==> config.mk <==
export PLATFORM = sky130hd
export DESIGN_NAME = fconv_cell
export DESIGN_NICKNAME = d
export VERILOG_FILES = /design/src/hw/rtl/fconv_pkg.sv /design/src/hw/rtl/fconv_cell.sv
export SDC_FILE = /design/constraint.sdc
export NUM_CORES = 1
export LEC_CHECK = 0
export ABC_AREA = 1
export ABC_CLOCK_PERIOD_IN_PS = 11100
export BUFFER_PORTS_ARGS = -buffer_cell sky130_fd_sc_hd__clkbuf_2
export CORE_ASPECT_RATIO = 0.7
export CORE_MARGIN = 2
export CORE_UTILIZATION = 55
export CTS_CLUSTER_SIZE = 28
export DETAILED_ROUTE_END_ITERATION = 6
export GPL_TIMING_DRIVEN = 1
export HOLD_SLACK_MARGIN = 0.08
export PLACE_DENSITY = 0.85
export REMOVE_ABC_BUFFERS = 1
export SYNTH_ARGS = -nofsm -noshare
export SYNTH_HDL_FRONTEND = slang
export SYNTH_SLANG_ARGS = --single-unit
==> constraint.sdc <==
create_clock -name clk -period 11.1 [get_ports clk]
set_input_delay 2.22 -clock clk [delete_from_list [all_inputs] [get_ports clk]]
set_output_delay 2.22 -clock clk [all_outputs]
set_load 0.1 [all_outputs]
==> src/hw/rtl/fconv_pkg.sv <==
`timescale 1ns / 1ps
// Shared types and constants for the full linear convolution block.
// No dependencies; imported by every module of the block.
package fconv_pkg;

  localparam int SAMPLE_W     = 16;
  localparam int TAP_W        = 16;
  localparam int PROD_W       = SAMPLE_W + TAP_W;
  localparam int VALUE_W      = 35;
  localparam int OUT_TDATA_W  = ((VALUE_W + 7) / 8) * 8;
  localparam int TCOUNT_W     = 3;
  localparam int NUM_TAPS     = 7;
  localparam int DEF_MAX_TAPS = 7;
  localparam int CFG_IDX_W    = 3;
  localparam int CFG_DATA_W   = 16;

  // Configuration register indexes
  localparam logic [CFG_IDX_W-1:0] CFG_TAP_COUNT = 3'd0;
  localparam logic [CFG_IDX_W-1:0] CFG_TAP_0     = 3'd1;

  localparam logic [TAP_W-1:0] TAP0_RESET = 16'sd32767;

  // Tag that travels with each push through the cell chain
  typedef struct packed {
    logic vld;
    logic last;
  } fconv_tag_t;

  // Front-end status seen by the top level
  typedef struct packed {
    logic flushing;
    logic take_end;
  } fconv_stat_t;

endpackage

==> src/hw/rtl/fconv_cell.sv <==
`timescale 1ns / 1ps
// One filter cell: multiplies its own tap and adds the previous product
// to the running sum handed along the chain. Depends on fconv_pkg.
module fconv_cell
  import fconv_pkg::*;
#(
  parameter int MAX_TAPS = DEF_MAX_TAPS,
  parameter int IDX      = 0
) (
  input  logic                               clk,
  input  logic                               rst,
  input  logic                               adv,
  input  logic signed [TAP_W-1:0]            tap,
  input  logic                               tap_en,
  input  fconv_tag_t                         in_tag,
  input  logic signed [VALUE_W-1:0]          in_psum,
  input  logic signed [PROD_W-1:0]           in_prod,
  input  logic [MAX_TAPS-1:0][SAMPLE_W-1:0]  in_x,
  output fconv_tag_t                         out_tag,
  output logic signed [VALUE_W-1:0]          out_psum,
  output logic signed [PROD_W-1:0]           out_prod,
  output logic [MAX_TAPS-1:0][SAMPLE_W-1:0]  out_x
);

  logic signed [SAMPLE_W-1:0] x_here;
  logic signed [TAP_W-1:0]    tap_eff;
  logic signed [PROD_W-1:0]   mult;

  assign x_here  = $signed(in_x[IDX]);
  assign tap_eff = tap_en ? tap : '0;
  assign mult    = x_here * tap_eff;

  // Clear the tag under reset; advance with the chain
  always_ff @(posedge clk) begin
    if (rst) begin
      out_tag <= '0;
    end else if (adv) begin
      out_tag <= in_tag;
    end
  end

  // Payload: product of this tap, sum of all earlier taps
  always_ff @(posedge clk) begin
    if (adv) begin
      out_psum <= in_psum + VALUE_W'(in_prod);
      out_prod <= mult;
      out_x    <= in_x;
    end
  end

endmodule

==> impl_metrics.ini <==
[placed_design]
dp_hpwl_um = 50600
place_area_um2 = 20700
numPortBuffers = 381
place_congestion = 0.987

[timing]
setup_violations = 0
setup_tns_ns = 0
period_needed_ns = 8.31
drv_slew = 0
max_slew.worst_pin.slew_ns = 1.13
rsz0062_at_grt = no
fmax_ghz = 0.120
hold_violations = 0
fin_crit_sh = 0.749
slew_headroom = 0.248
fin_skew_ns = 0

[grt]
grt_max_degree = 135
grt_util_all_layers = 0.352
grt_pass1_vias = 15731
grt_overflow = 0
antenna_found_initial = 2
grt_pass1_wl_um = 90600

[pwr]
power_density_nw_per_um2 = 263
vdd.ir_drop.worst_mv = 0.266
cellLeakagePower_nw = 11.2

[clocking]
htreeDepth = 4
holdBufCountCts = 0
cts_made_buffers = 17
post_cts_buffers = 0
cts_resized = 0
cts_root_buffer = clkbuf_16
clkTransAtPathRegs_ns = 0.08
clock_sinks = 181
cts_buffer_depth = 2
cts_tree = yes
clkLatencyLatePin_ns = 0.46

[layout]
nFillCells = 2718
drive_gt1_frac = 0.188
finish.instance_area_um2 = 21400
fin_nets = 2990
layout-area-overhead-vs-synth_pct = 16.2

[floorplan]
die_x_um = 222
coreArea_um2 = 32600
dieArea_um2 = 34900
initial_utilization = 0.563
placementRows = 55
ios = 382
die_h_um = 157

[route]
drt-wirelength-per-cell_um = 21.1
dr.pass1.iters = 5
drtIter0Drc = 1378
vias = 15421
drc = 0
viasPerCell = 5.41
wirelength_um = 60200
antenna_left = 0

[worst_setup_path]
worstPathArrival_ns = 8.53
worstRegToRegCells = 2
start_kind = primary input
reg2reg_slack_ns = 10.51
r2r_end = out_tag[1]
cp-end-kind = register
r2r_start = out_tag[1]
cp.required_ns = 11.32
critical_path_class = in -> reg
critPathMaxFanout = 16

[yosys]
yosys_warnings = 0
synth_top_family_by_area = adder cells
synth_fa_ha_area_frac = 0.365
synth-simple-area-share = 0.183
synth_compound_area_frac = 0.0304
syn-instance-count = 2039
muxShareOfSynthArea = 0
yosysSeqAreaShare = 0.295
synth_cell_types = 35
synth_area_um2 = 18400
syn_area_per_cell_um2 = 9.01
ys_ff_latch = 181
synthXorXnorAreaFrac = 0.0210

[worst_hold_path]
hold_class = reg -> reg
hold_depth = 2
min_to = out_tag[0]
min-delay-start = out_tag[0]

[outcome]
outcome = finished clean

[flow_run]
maxCapViolations = 0
==> routing by layer <==
layer | global-route usage | vias up | share of wire
met2 | 0.556 | 819 | 0.46
met5 | 0 | - | 0.00018
met3 | 0.0946 | 123 | 0.11
li1 | - | 6926 | -
met1 | 0.476 | 7551 | 0.41
met4 | 0.117 | 2 | 0.030
==> worst max-delay path: stages <==
cell and delay, ns:
clkbuf_2 0.33, nand2_1 0.47, nor2_1 0.39, inv_1 0.11, fa_1 0.59, inv_1 0.07, fa_1 0.81, inv_1 0.12
fa_1 0.52, fa_1 0.58, fa_1 0.43, fa_1 0.49, inv_1 0.04, ha_1 0.35, nand2_1 0.12, nor2_1 0.21
nand2_1 0.14, nor3_1 0.15, nand2_1 0.19, nand4_1 0.13, nand2_1 0.07
==> flip-flops by register name (all words and copies together), names as in the netlist <==
register  flops
out_psum     35
out_prod     32
out_x       112
out_tag       2
==> cells in the mapped netlist <==
cell type / n / area share
a21boi_0: 2 / 0.00082
a21o_1: 1 / 0.00041
a21oi_1: 55 / 0.015
a21oi_2: 3 / 0.0014
a31oi_1: 2 / 0.00068
and2_1: 2 / 0.00068
buf_1: 1 / 0.00020
buf_2: 11 / 0.0030
clkbuf_1: 18 / 0.0037
clkinv_1: 6 / 0.0012
dfxtp_1: 2 / 0.0022
edfxtp_1: 179 / 0.29
fa_1: 263 / 0.29
ha_1: 116 / 0.079
inv_1: 469 / 0.096
inv_2: 7 / 0.0014
nand2_1: 466 / 0.095
nand2_2: 16 / 0.0054
nand3_1: 55 / 0.015
nand3_2: 5 / 0.0027
nand3b_1: 4 / 0.0016
nand4_1: 19 / 0.0065
nor2_1: 224 / 0.046
nor2_2: 7 / 0.0024
nor2_4: 1 / 0.00061
nor3_1: 15 / 0.0041
nor3_2: 3 / 0.0016
nor4_1: 2 / 0.00068
o211ai_1: 1 / 0.00041
o21ai_0: 24 / 0.0065
o21ai_1: 1 / 0.00027
o21bai_1: 12 / 0.0049
or2_1: 3 / 0.0010
xnor2_1: 9 / 0.0043
xor2_1: 35 / 0.017
==> layout make-up <==
class	count	area [µm²]	share of cell area
well taps	427	534	0.0250
inverters	482	1810	0.0847
flip-flops and latches	181	5420	0.254
multi-input cells	1346	11000	0.517
repair buffers	382	1920	0.0901
diodes	1	2.50	0.000117
clock inverters	15	214	0.0100
clock buffers	17	425	0.0199
==> cells by family after synthesis <==
family | count (synthesis)
adders and majority gates | 379
buffers and inverters | 512
and+or+nand+nor | 822
DFF | 181
AOI/OAI and AO/OA | 101
xor gates and xnor gates | 44
==> stage by stage <==
stage          std cells  hold slack (ns)  power, mW   util  setup slack, ns
2_1_floorplan       2009            0.893       3.92      -             3.61
3_3_place_gp        2818            0.445       4.88  0.635             2.42
3_5_place_dp        2818            0.472       4.93  0.635             2.36
4_1_cts             2850            0.483       5.60  0.655             2.85
5_1_grt             2851            0.497       6.03  0.655             2.44
6_report            2851            0.480       5.62  0.655             2.79
==> where the power goes <==
group	internal (mW)	total, mW	switching [mW]
registers	0.977	1.01	0.0368
clock network	0.316	0.667	0.351
logic	1.14	3.94	2.80
==> placed cells by master, fill, tap and decap left out, types with 17 or more instances in the layout <==
cell and n:
edfxtp_1 179, nand2_1 466, nand4_1 19, nor2_1 224
fa_1 263, a21oi_1 55, xor2_1 35, ha_1 116
nand3_1 55, o21ai_0 24, clkbuf_2 380, clkbuf_16 17
inv_1 469
==> worst max path at each step <==
stage            from            to  slack [ns]  cells after the start
6_report       tap_en  out_prod[28]        2.79                     21
5_1_grt        tap_en  out_prod[28]        2.44                     21
4_1_cts        tap_en  out_prod[28]        2.85                     21
3_5_place_dp   tap_en  out_prod[28]        2.36                     21
3_3_place_gp   tap_en  out_prod[28]        2.42                     19
2_1_floorplan  tap[4]  out_prod[27]        3.61                     19
No activity file was read; power rests on OpenSTA's default activity.
