`src/hw/rtl/fconv_pkg.sv`:
```
`timescale 1ns / 1ps
// Shared types and constants for the full linear convolution block.
// No dependencies; imported by every module of the block.
package fconv_pkg;

  localparam int SAMPLE_W     = 16;
  localparam int TAP_W        = 16;
  localparam int PROD_W       = SAMPLE_W + TAP_W;
  localparam int VALUE_W      = 35;
  localparam int OUT_TDATA_W  = ((VALUE_W + 7) / 8) * 8;
  localparam int TCOUNT_W     = 3;
  localparam int NUM_TAPS     = 7;
  localparam int DEF_MAX_TAPS = 7;
  localparam int CFG_IDX_W    = 3;
  localparam int CFG_DATA_W   = 16;

  // Configuration register indexes
  localparam logic [CFG_IDX_W-1:0] CFG_TAP_COUNT = 3'd0;
  localparam logic [CFG_IDX_W-1:0] CFG_TAP_0     = 3'd1;

  localparam logic [TAP_W-1:0] TAP0_RESET = 16'sd32767;

  // Tag that travels with each push through the cell chain
  typedef struct packed {
    logic vld;
    logic last;
  } fconv_tag_t;

  // Front-end status seen by the top level
  typedef struct packed {
    logic flushing;
    logic take_end;
  } fconv_stat_t;

endpackage

```
`src/hw/rtl/fconv_ctrl.sv`:
```
`timescale 1ns / 1ps
// Front end: sample delay line, tail flush sequencer and push snapshot.
// Depends on fconv_pkg.
module fconv_ctrl
  import fconv_pkg::*;
#(
  parameter int MAX_TAPS = DEF_MAX_TAPS,
  parameter int TAPN_W   = $clog2(MAX_TAPS + 1)
) (
  input  logic                               clk,
  input  logic                               rst,
  input  logic                               adv,
  input  logic                               s_tvalid,
  output logic                               s_tready,
  input  logic signed [SAMPLE_W-1:0]         sample,
  input  logic                               block_end,
  input  logic [TAPN_W-1:0]                  n_taps,
  output fconv_tag_t                         push_tag,
  output logic [MAX_TAPS-1:0][SAMPLE_W-1:0]  push_x,
  output fconv_stat_t                        stat
);

  localparam int CNT_W = $clog2(MAX_TAPS);

  logic [MAX_TAPS-2:0][SAMPLE_W-1:0] hist;
  logic                              flushing;
  logic [CNT_W-1:0]                  remain;
  logic                              take;
  logic                              push_zero;
  logic                              single;

  // Refuse samples under reset, while the output stalls and while the tail flush runs
  assign s_tready  = adv & ~flushing & ~rst;
  assign take      = s_tvalid & s_tready;
  assign push_zero = flushing & adv;
  assign single    = (n_taps == TAPN_W'(1));

  // Snapshot: newest sample (zero during flush) then the delay line
  always_comb begin
    push_x[0] = take ? sample : '0;
    for (int k = 1; k < MAX_TAPS; k++) begin
      push_x[k] = hist[k-1];
    end
    push_tag.vld  = take | push_zero;
    push_tag.last = take ? (block_end & single) : (remain == CNT_W'(1));
  end

  assign stat.flushing = flushing;
  assign stat.take_end = take & block_end;

  // Shift the delay line on each push, clear it after the final push
  always_ff @(posedge clk) begin
    if (rst) begin
      hist <= '0;
    end else if (push_tag.vld) begin
      if (push_tag.last) begin
        hist <= '0;
      end else begin
        hist[0] <= push_x[0];
        for (int k = 1; k < MAX_TAPS - 1; k++) begin
          hist[k] <= hist[k-1];
        end
      end
    end
  end

  // Tail flush sequencer
  always_ff @(posedge clk) begin
    if (rst) begin
      flushing <= 1'b0;
      remain   <= '0;
    end else if (take) begin
      if (block_end && !single) begin
        flushing <= 1'b1;
        remain   <= CNT_W'(n_taps - TAPN_W'(1));
      end
    end else if (push_zero) begin
      remain <= remain - CNT_W'(1);
      if (remain == CNT_W'(1)) begin
        flushing <= 1'b0;
      end
    end
  end

endmodule

```
`config.mk`:
```
export PLATFORM = sky130hd
export DESIGN_NAME = fconv_ctrl
export DESIGN_NICKNAME = d
export VERILOG_FILES = /design/src/hw/rtl/fconv_pkg.sv /design/src/hw/rtl/fconv_ctrl.sv
export SDC_FILE = /design/constraint.sdc
export NUM_CORES = 1
export LEC_CHECK = 0
export ABC_AREA = 1
export BUFFER_PORTS_ARGS = -buffer_cell sky130_fd_sc_hd__buf_2
export CELL_PAD_IN_SITES_DETAIL_PLACEMENT = 1
export CELL_PAD_IN_SITES_GLOBAL_PLACEMENT = 1
export CORE_UTILIZATION = 38
export DETAILED_ROUTE_END_ITERATION = 10
export GPL_TIMING_DRIVEN = 0
export PLACE_DENSITY = 0.88
export RECOVER_POWER = 50
export SLEW_MARGIN = 20
export SYNTH_ARGS = -nofsm -noshare
export SYNTH_HDL_FRONTEND = slang
export SYNTH_SLANG_ARGS = --single-unit
export TNS_END_PERCENT = 20
```
`constraint.sdc`:
```
create_clock -name clk -period 3.7 [get_ports clk]
set_clock_uncertainty 0.2 [all_clocks]
set_input_delay 0.74 -clock clk [delete_from_list [all_inputs] [get_ports clk]]
set_output_delay 0.74 -clock clk [all_outputs]
set_load 0.01 [all_outputs]
```
==> out/summary.txt, run 1 <==
Critical Path Max Stage Delay - 0.37 ns
Slew Viols, Final - 0
DR pass1 iterations - 5
DRC - 0
Cts repair resizes - 0
Post-Synthesis Cells - 530
Synth-to-Final Area Change - 22.5%
RSZ-0062 raised after global routing - false
Root Buffer - clkbuf_8
FMAX - 0.323 GHz
Initial antenna violation count - 0
Die H - 106 um
Slowest cell on crit path - nand4_1
R2R setup slack - 1.55 ns
Commonest non-fill, non-tap cells in the layout - clkbuf_1, dfxtp_1, a21oi_1, nand3_1, o21ai_0
Slew headroom - 62.7%
Layout Cells excl Fill - 821
Syn_nets - 558
Tcrit/Tclk final - 83.7%
Routed Antenna Nets - 0
Clk buf depth - 2
Core Area - 10400 um2
NumNets Final - 709
Die Width - 106 um
LEAKAGE - 0.00199 uW
Port Buf Inserts - 140
Iter 0 DRT Violations - 152
Post-synthesis sequential area ratio - 49.1%
Num CTS Buffers - 9
WL final - 13.6 mm
HPWL after DPL - 10.3 mm
Syn. warnings - 0
Min cycle time layout - 3.10 ns
Post-place setup slack - 0.702 ns
CP top delay family - simple AND/OR/NAND/NOR gates
Final hold violation count - 0
All-layer global routing usage - 25.1%
Max-Cap Viols - 0
Crit-path cells - clkbuf_1 > inv_1 > nand4_1 > nand2_2 > buf_2 > nand2_1 > buf_2
Post-route setup slack - 0.602 ns
Most used cell, CP - buf_2
Largest net degree at the start of global routing - 17
Worst skew pair latency - 0.37 ns
Vias per inst - 5.29
Arrival @ worst endpoint - 2.16 ns
Actual slew at the worst max-slew pin - 0.560 ns
H-Tree Depth - 3
Total congestion overflow - 0
CP Capture Type - primary output
Mapped Avg Cell Area - 7.69 um2
CP Launch Type - primary input
Endpoints failing setup - 0
HP Class - reg -> reg
Post-DR wirelength/cell - 16.6 um
First-pass GRT wire length - 22.4 mm
Effective utilization at floorplan - 39.3%
Critical Path RT - 2.76 ns
Diode count - 0
TritonCTS clock tree - yes
Die Area - 11100 um2
Layout cells sized above 1 - 12.7%
RePlAce Congestion - 0.838
Synthesized area - 4080 um2
VDD IR-drop max - 0.000232 V
Vias in the first global route - 4557
Clock-pin slew on the worst setup and hold paths - 0.10 ns
IO Count - 141
Power density cells - 440 nW/um2
Floorplan row count - 37
Kind of critical path - in -> out
Crit Path Max Fanout - 10
CTS Hold Bufs - 0
Via count - 4339
Yosys reg bits - 100
Setup TNS - 0 ns
Outcome - finished, final reports clean
Post-synthesis cell type count - 19
Bufs and invs on worst path - 4
Postcts setup bufs - 0
Placed Cells incl. Taps - 806
Most common cell after layout, fill and taps aside - clkbuf_1
Sink Count - 100
-- synth_stat cells --
cell type / instances / share of area [%]
a21oi_1: 99 / 12
buf_2: 23 / 2.8
buf_4: 2 / 0.37
buf_6: 2 / 0.55
clkbuf_1: 22 / 2.0
clkbuf_2: 1 / 0.12
dfxtp_1: 100 / 49
ha_1: 4 / 1.2
inv_1: 30 / 2.8
nand2_1: 49 / 4.5
nand2_2: 2 / 0.31
nand2_4: 1 / 0.28
nand3_1: 86 / 11
nand4_4: 1 / 0.52
nor2_1: 24 / 2.2
nor2_2: 1 / 0.15
o21ai_0: 76 / 9.3
o21ai_1: 6 / 0.74
xor2_1: 1 / 0.21
-- logic make-up (layout without fill, tap and decap cells) --
group | Yosys count | after routing | synth area share [%]
xor+xnor | 1 | 1 | 0.215
flops | 100 | 100 | 49.1
compound gates | 181 | 181 | 22.2
fa+ha+maj | 4 | 4 | 1.23
buf+inv | 80 | 235 | 8.66
simple gates | 164 | 164 | 18.5
-- worst register-to-register path: stages, from the launching register on --
cell,delay (ns)
dfxtp_1,0.40
inv_1,0.09
nand4_1,0.31
nand2_4,0.17
inv_1,0.25
clkbuf_1,0.38
nand2_1,0.12
a21oi_1,0.16
-- per-layer routing --
layer | track usage, % | vias up | wire (um)
li1 | - | 2103 | -
met1 | 30.0 | 2075 | 5770
met2 | 44.6 | 139 | 6770
met3 | 4.64 | 22 | 814
met4 | 8.93 | 0 | 257
met5 | 0 | - | 0
-- state kept, by name (all words and copies together), names as in the netlist --
register,count
push_x,96
remain,3
flushing,1
-- metrics by stage --
step / total power [uW] / util (%) / area [um2] / hold WS (ns)
2_1_floorplan: 1390 / - / 4080 / 0.266
4_1_cts: 2210 / 49.5 / 5130 / 0.297
3_5_place_dp: 1540 / 47.7 / 4950 / 0.281
6_report: 2190 / 48.2 / 4990 / 0.297
3_3_place_gp: 1520 / 47.7 / 4950 / 0.274
5_1_grt: 2280 / 48.2 / 4990 / 0.320
-- cell type report --
| type | count | area (um2) |
|---|---|---|
| Buffer | 50 | 236 |
| Clock buffer | 9 | 124 |
| Clock inverter | 6 | 63.8 |
| Fill cell | 1419 | 5380 |
| Inverter | 30 | 113 |
| Multi-Input combinational cell | 350 | 1710 |
| Sequential cell | 100 | 2000 |
| Tap cell | 136 | 170 |
| Timing Repair Buffer | 140 | 579 |
-- worst paths after layout --
| kind | startpoint | to | cells past startpoint |
|---|---|---|---|
| hold reg to reg | push_x[22]$_SDFFE_PP0P_ | push_x[22]$_SDFFE_PP0P_ | 2 |
| hold / removal | push_x[22]$_SDFFE_PP0P_ | push_x[22]$_SDFFE_PP0P_ | 2 |
| setup / recovery | rst | push_tag[0] | 7 |
| setup reg to reg | flushing$_SDFFE_PP0P_ | push_x[26]$_SDFFE_PP0P_ | 7 |
-- report_power, final --
| part | internal (uW) | leakage (uW) | total [uW] | switching, uW |
|---|---|---|---|---|
| clock network | 309 | 0.0000915 | 695 | 386 |
| logic | 108 | 0.00108 | 308 | 200 |
| registers | 1140 | 0.000817 | 1190 | 52.0 |
Power figures use the tool's default switching activity.
==> inputs of run 2 (changes only) <==
--- a/config.mk
+++ b/config.mk
@@ -9,10 +9,10 @@
 export BUFFER_PORTS_ARGS = -buffer_cell sky130_fd_sc_hd__buf_2
 export CELL_PAD_IN_SITES_DETAIL_PLACEMENT = 1
 export CELL_PAD_IN_SITES_GLOBAL_PLACEMENT = 1
-export CORE_UTILIZATION = 38
+export CORE_UTILIZATION = 32
 export DETAILED_ROUTE_END_ITERATION = 10
 export GPL_TIMING_DRIVEN = 0
-export PLACE_DENSITY = 0.88
+export PLACE_DENSITY = 0.79
 export RECOVER_POWER = 50
 export SLEW_MARGIN = 20
 export SYNTH_ARGS = -nofsm -noshare
==> constraint.sdc (replaced) <==
create_clock -name clk -period 2.67 [get_ports clk]
set_clock_uncertainty 0.2 [all_clocks]
set_input_delay 0.534 -clock clk [delete_from_list [all_inputs] [get_ports clk]]
set_output_delay 0.534 -clock clk [all_outputs]
set_load 0.01 [all_outputs]
==> out/summary.txt, run 2 (synthesis results as in run 1) <==
Slew Viols, Final - 0
Die Width - 115 um
Synth-to-Final Area Change - 26.9%
Most used cell, CP - buf_2
LEAKAGE - 0.00205 uW
Initial antenna violation count - 0
Min Hold Slack - 0.288 ns
Bufs and invs on worst path - 4
Routed Antenna Nets - 0
Outcome - finished, final reports clean
Max-Cap Viols - 0
CTS Hold Bufs - 0
Worst Hold Path EP - push_x[17]$_SDFFE_PP0P_
Slew headroom - 65.6%
Num CTS Buffers - 9
Met2 WL - 6.61 mm
Worst reg-to-reg path cell count - 8
Crit-path cells - inv_1 > nand3_1 > nor2_1 > nand2_2 > buf_4 > buf_2 > nand2_1 > buf_2
Largest net degree at the start of global routing - 17
Reg-to-reg endpoint - push_x[43]$_SDFFE_PP0P_
First-pass GRT wire length - 22.0 mm
Clk buf depth - 2
CP Capture Type - primary output
CP top delay family - buffers and inverters
Worst reg2reg path startpoint - flushing$_SDFFE_PP0P_
Port Buf Inserts - 140
Metal3 WL - 937 um
Critical Path Max Stage Delay - 0.34 ns
All-layer global routing usage - 21.1%
Total congestion overflow - 0
TritonCTS clock tree - yes
Power density cells - 651 nW/um2
Commonest non-fill, non-tap cells in the layout - clkbuf_1, dfxtp_1, a21oi_1, nand3_1, o21ai_0
Max reg flops - 96
Iter 0 DRT Violations - 246
Endpoints failing setup - 0
RePlAce Congestion - 0.812
R2R setup slack - 0.77 ns
IO Count - 141
Vias per inst - 4.99
Worst Hold Depth - 2
DRC - 0
Postcts setup bufs - 0
Worst skew pair latency - 0.34 ns
HP Class - reg -> reg
Die H - 115 um
Actual slew at the worst max-slew pin - 0.515 ns
Crit Path Max Fanout - 10
Final hold violation count - 0
Post-DR wirelength/cell - 15.7 um
Arrival @ worst endpoint - 1.78 ns
Setup TNS - 0 ns
Most common cell after layout, fill and taps aside - clkbuf_1
Critical Path RT - 1.94 ns
Met1 WL - 5.73 mm
Source of the worst hold timing path - push_x[17]$_SDFFE_PP0P_
VDD IR-drop max - 0.000395 V
Root Buffer - clkbuf_16
Min cycle time layout - 2.52 ns
Kind of critical path - reg -> out
Die Area - 13200 um2
Sink Count - 100
Diode count - 0
Effective utilization at floorplan - 33.4%
HPWL after DPL - 10.3 mm
Via count - 4273
Tcrit/Tclk final - 94.2%
Max layer used - met4
Floorplan row count - 40
CP Launch Type - register
WL final - 13.4 mm
Vias in the first global route - 4273
RSZ-0062 raised after global routing - false
Slowest cell on crit path - dfxtp_1
NumNets Final - 711
DR pass1 iterations - 4
Cts repair resizes - 0
Layout cells sized above 1 - 13.1%
Core Area - 12200 um2
Clock-pin slew on the worst setup and hold paths - 0.07 ns
H-Tree Depth - 3
FMAX - 0.397 GHz
==> run 2: cell types whose count changed in the layout (fill, tap and decap cells not counted), sizes merged <==
cell,previous run,this run
clkinvlp,2,3
clkinv,2,0
buf,66,69
clkbuf,133,134
==> run 2: cell type report <==
cell class              count  area [um2]
fillers                  1634        7040
plain buffers              50         238
flip-flops and latches    100        2000
inverters                  30         113
multi-input cells         350        1720
well taps                 168         210
clock buffers              11         233
clock inverters             5        61.3
repair buffers            142         596
==> run 2: how the worst max path moves through the flow <==
| stage | from | cells after the start | slack, ns | endpoint |
|---|---|---|---|---|
| detailed placement | n_taps[0] | 9 | 0.08 | push_tag[0] |
| floorplan | n_taps[1] | 8 | 0.53 | push_tag[0] |
| global route | flushing$_SDFFE_PP0P_ | 8 | 0.04 | push_tag[0] |
| global placement | n_taps[0] | 9 | 0.11 | push_tag[0] |
| finish | flushing$_SDFFE_PP0P_ | 8 | 0.15 | push_tag[0] |
| CTS | n_taps[0] | 9 | 0.06 | push_tag[0] |
==> run 2: layer usage <==
layer	track usage [%]	vias to the layer above
met5	0	-
met4	5.45	0
met3	5.27	11
met2	38.1	134
met1	24.9	2013
li1	-	2115
==> run 2: power by group <==
group          internal (uW)  total (uW)  switching [uW]
clock network            731        1290             556
logic                    151         428             277
registers               1580        1650            70.5
total                   2460        3370             904
==> run 2: worst reg2reg max path: stages, from the launching register on <==
cell,delay (ns)
dfxtp_1,0.38
inv_1,0.12
nand3_1,0.08
nor2_1,0.06
nand2_2,0.12
buf_4,0.15
clkbuf_1,0.41
nand3_1,0.16
a21oi_1,0.16
==> run 2: metrics by stage <==
step | cells | power [uW] | instance area (um2) | setup WS (ns) | utilization [%]
final | 856 | 3370 | 5170 | 0.154 | 42.3
after global routing | 856 | 3510 | 5170 | 0.0403 | 42.3
after detailed placement | 838 | 2130 | 4990 | 0.0800 | 40.8
after CTS | 854 | 3410 | 5280 | 0.0605 | 43.2
after floorplan | 530 | 1930 | 4080 | 0.531 | -
after global placement | 838 | 2110 | 4990 | 0.112 | 40.8
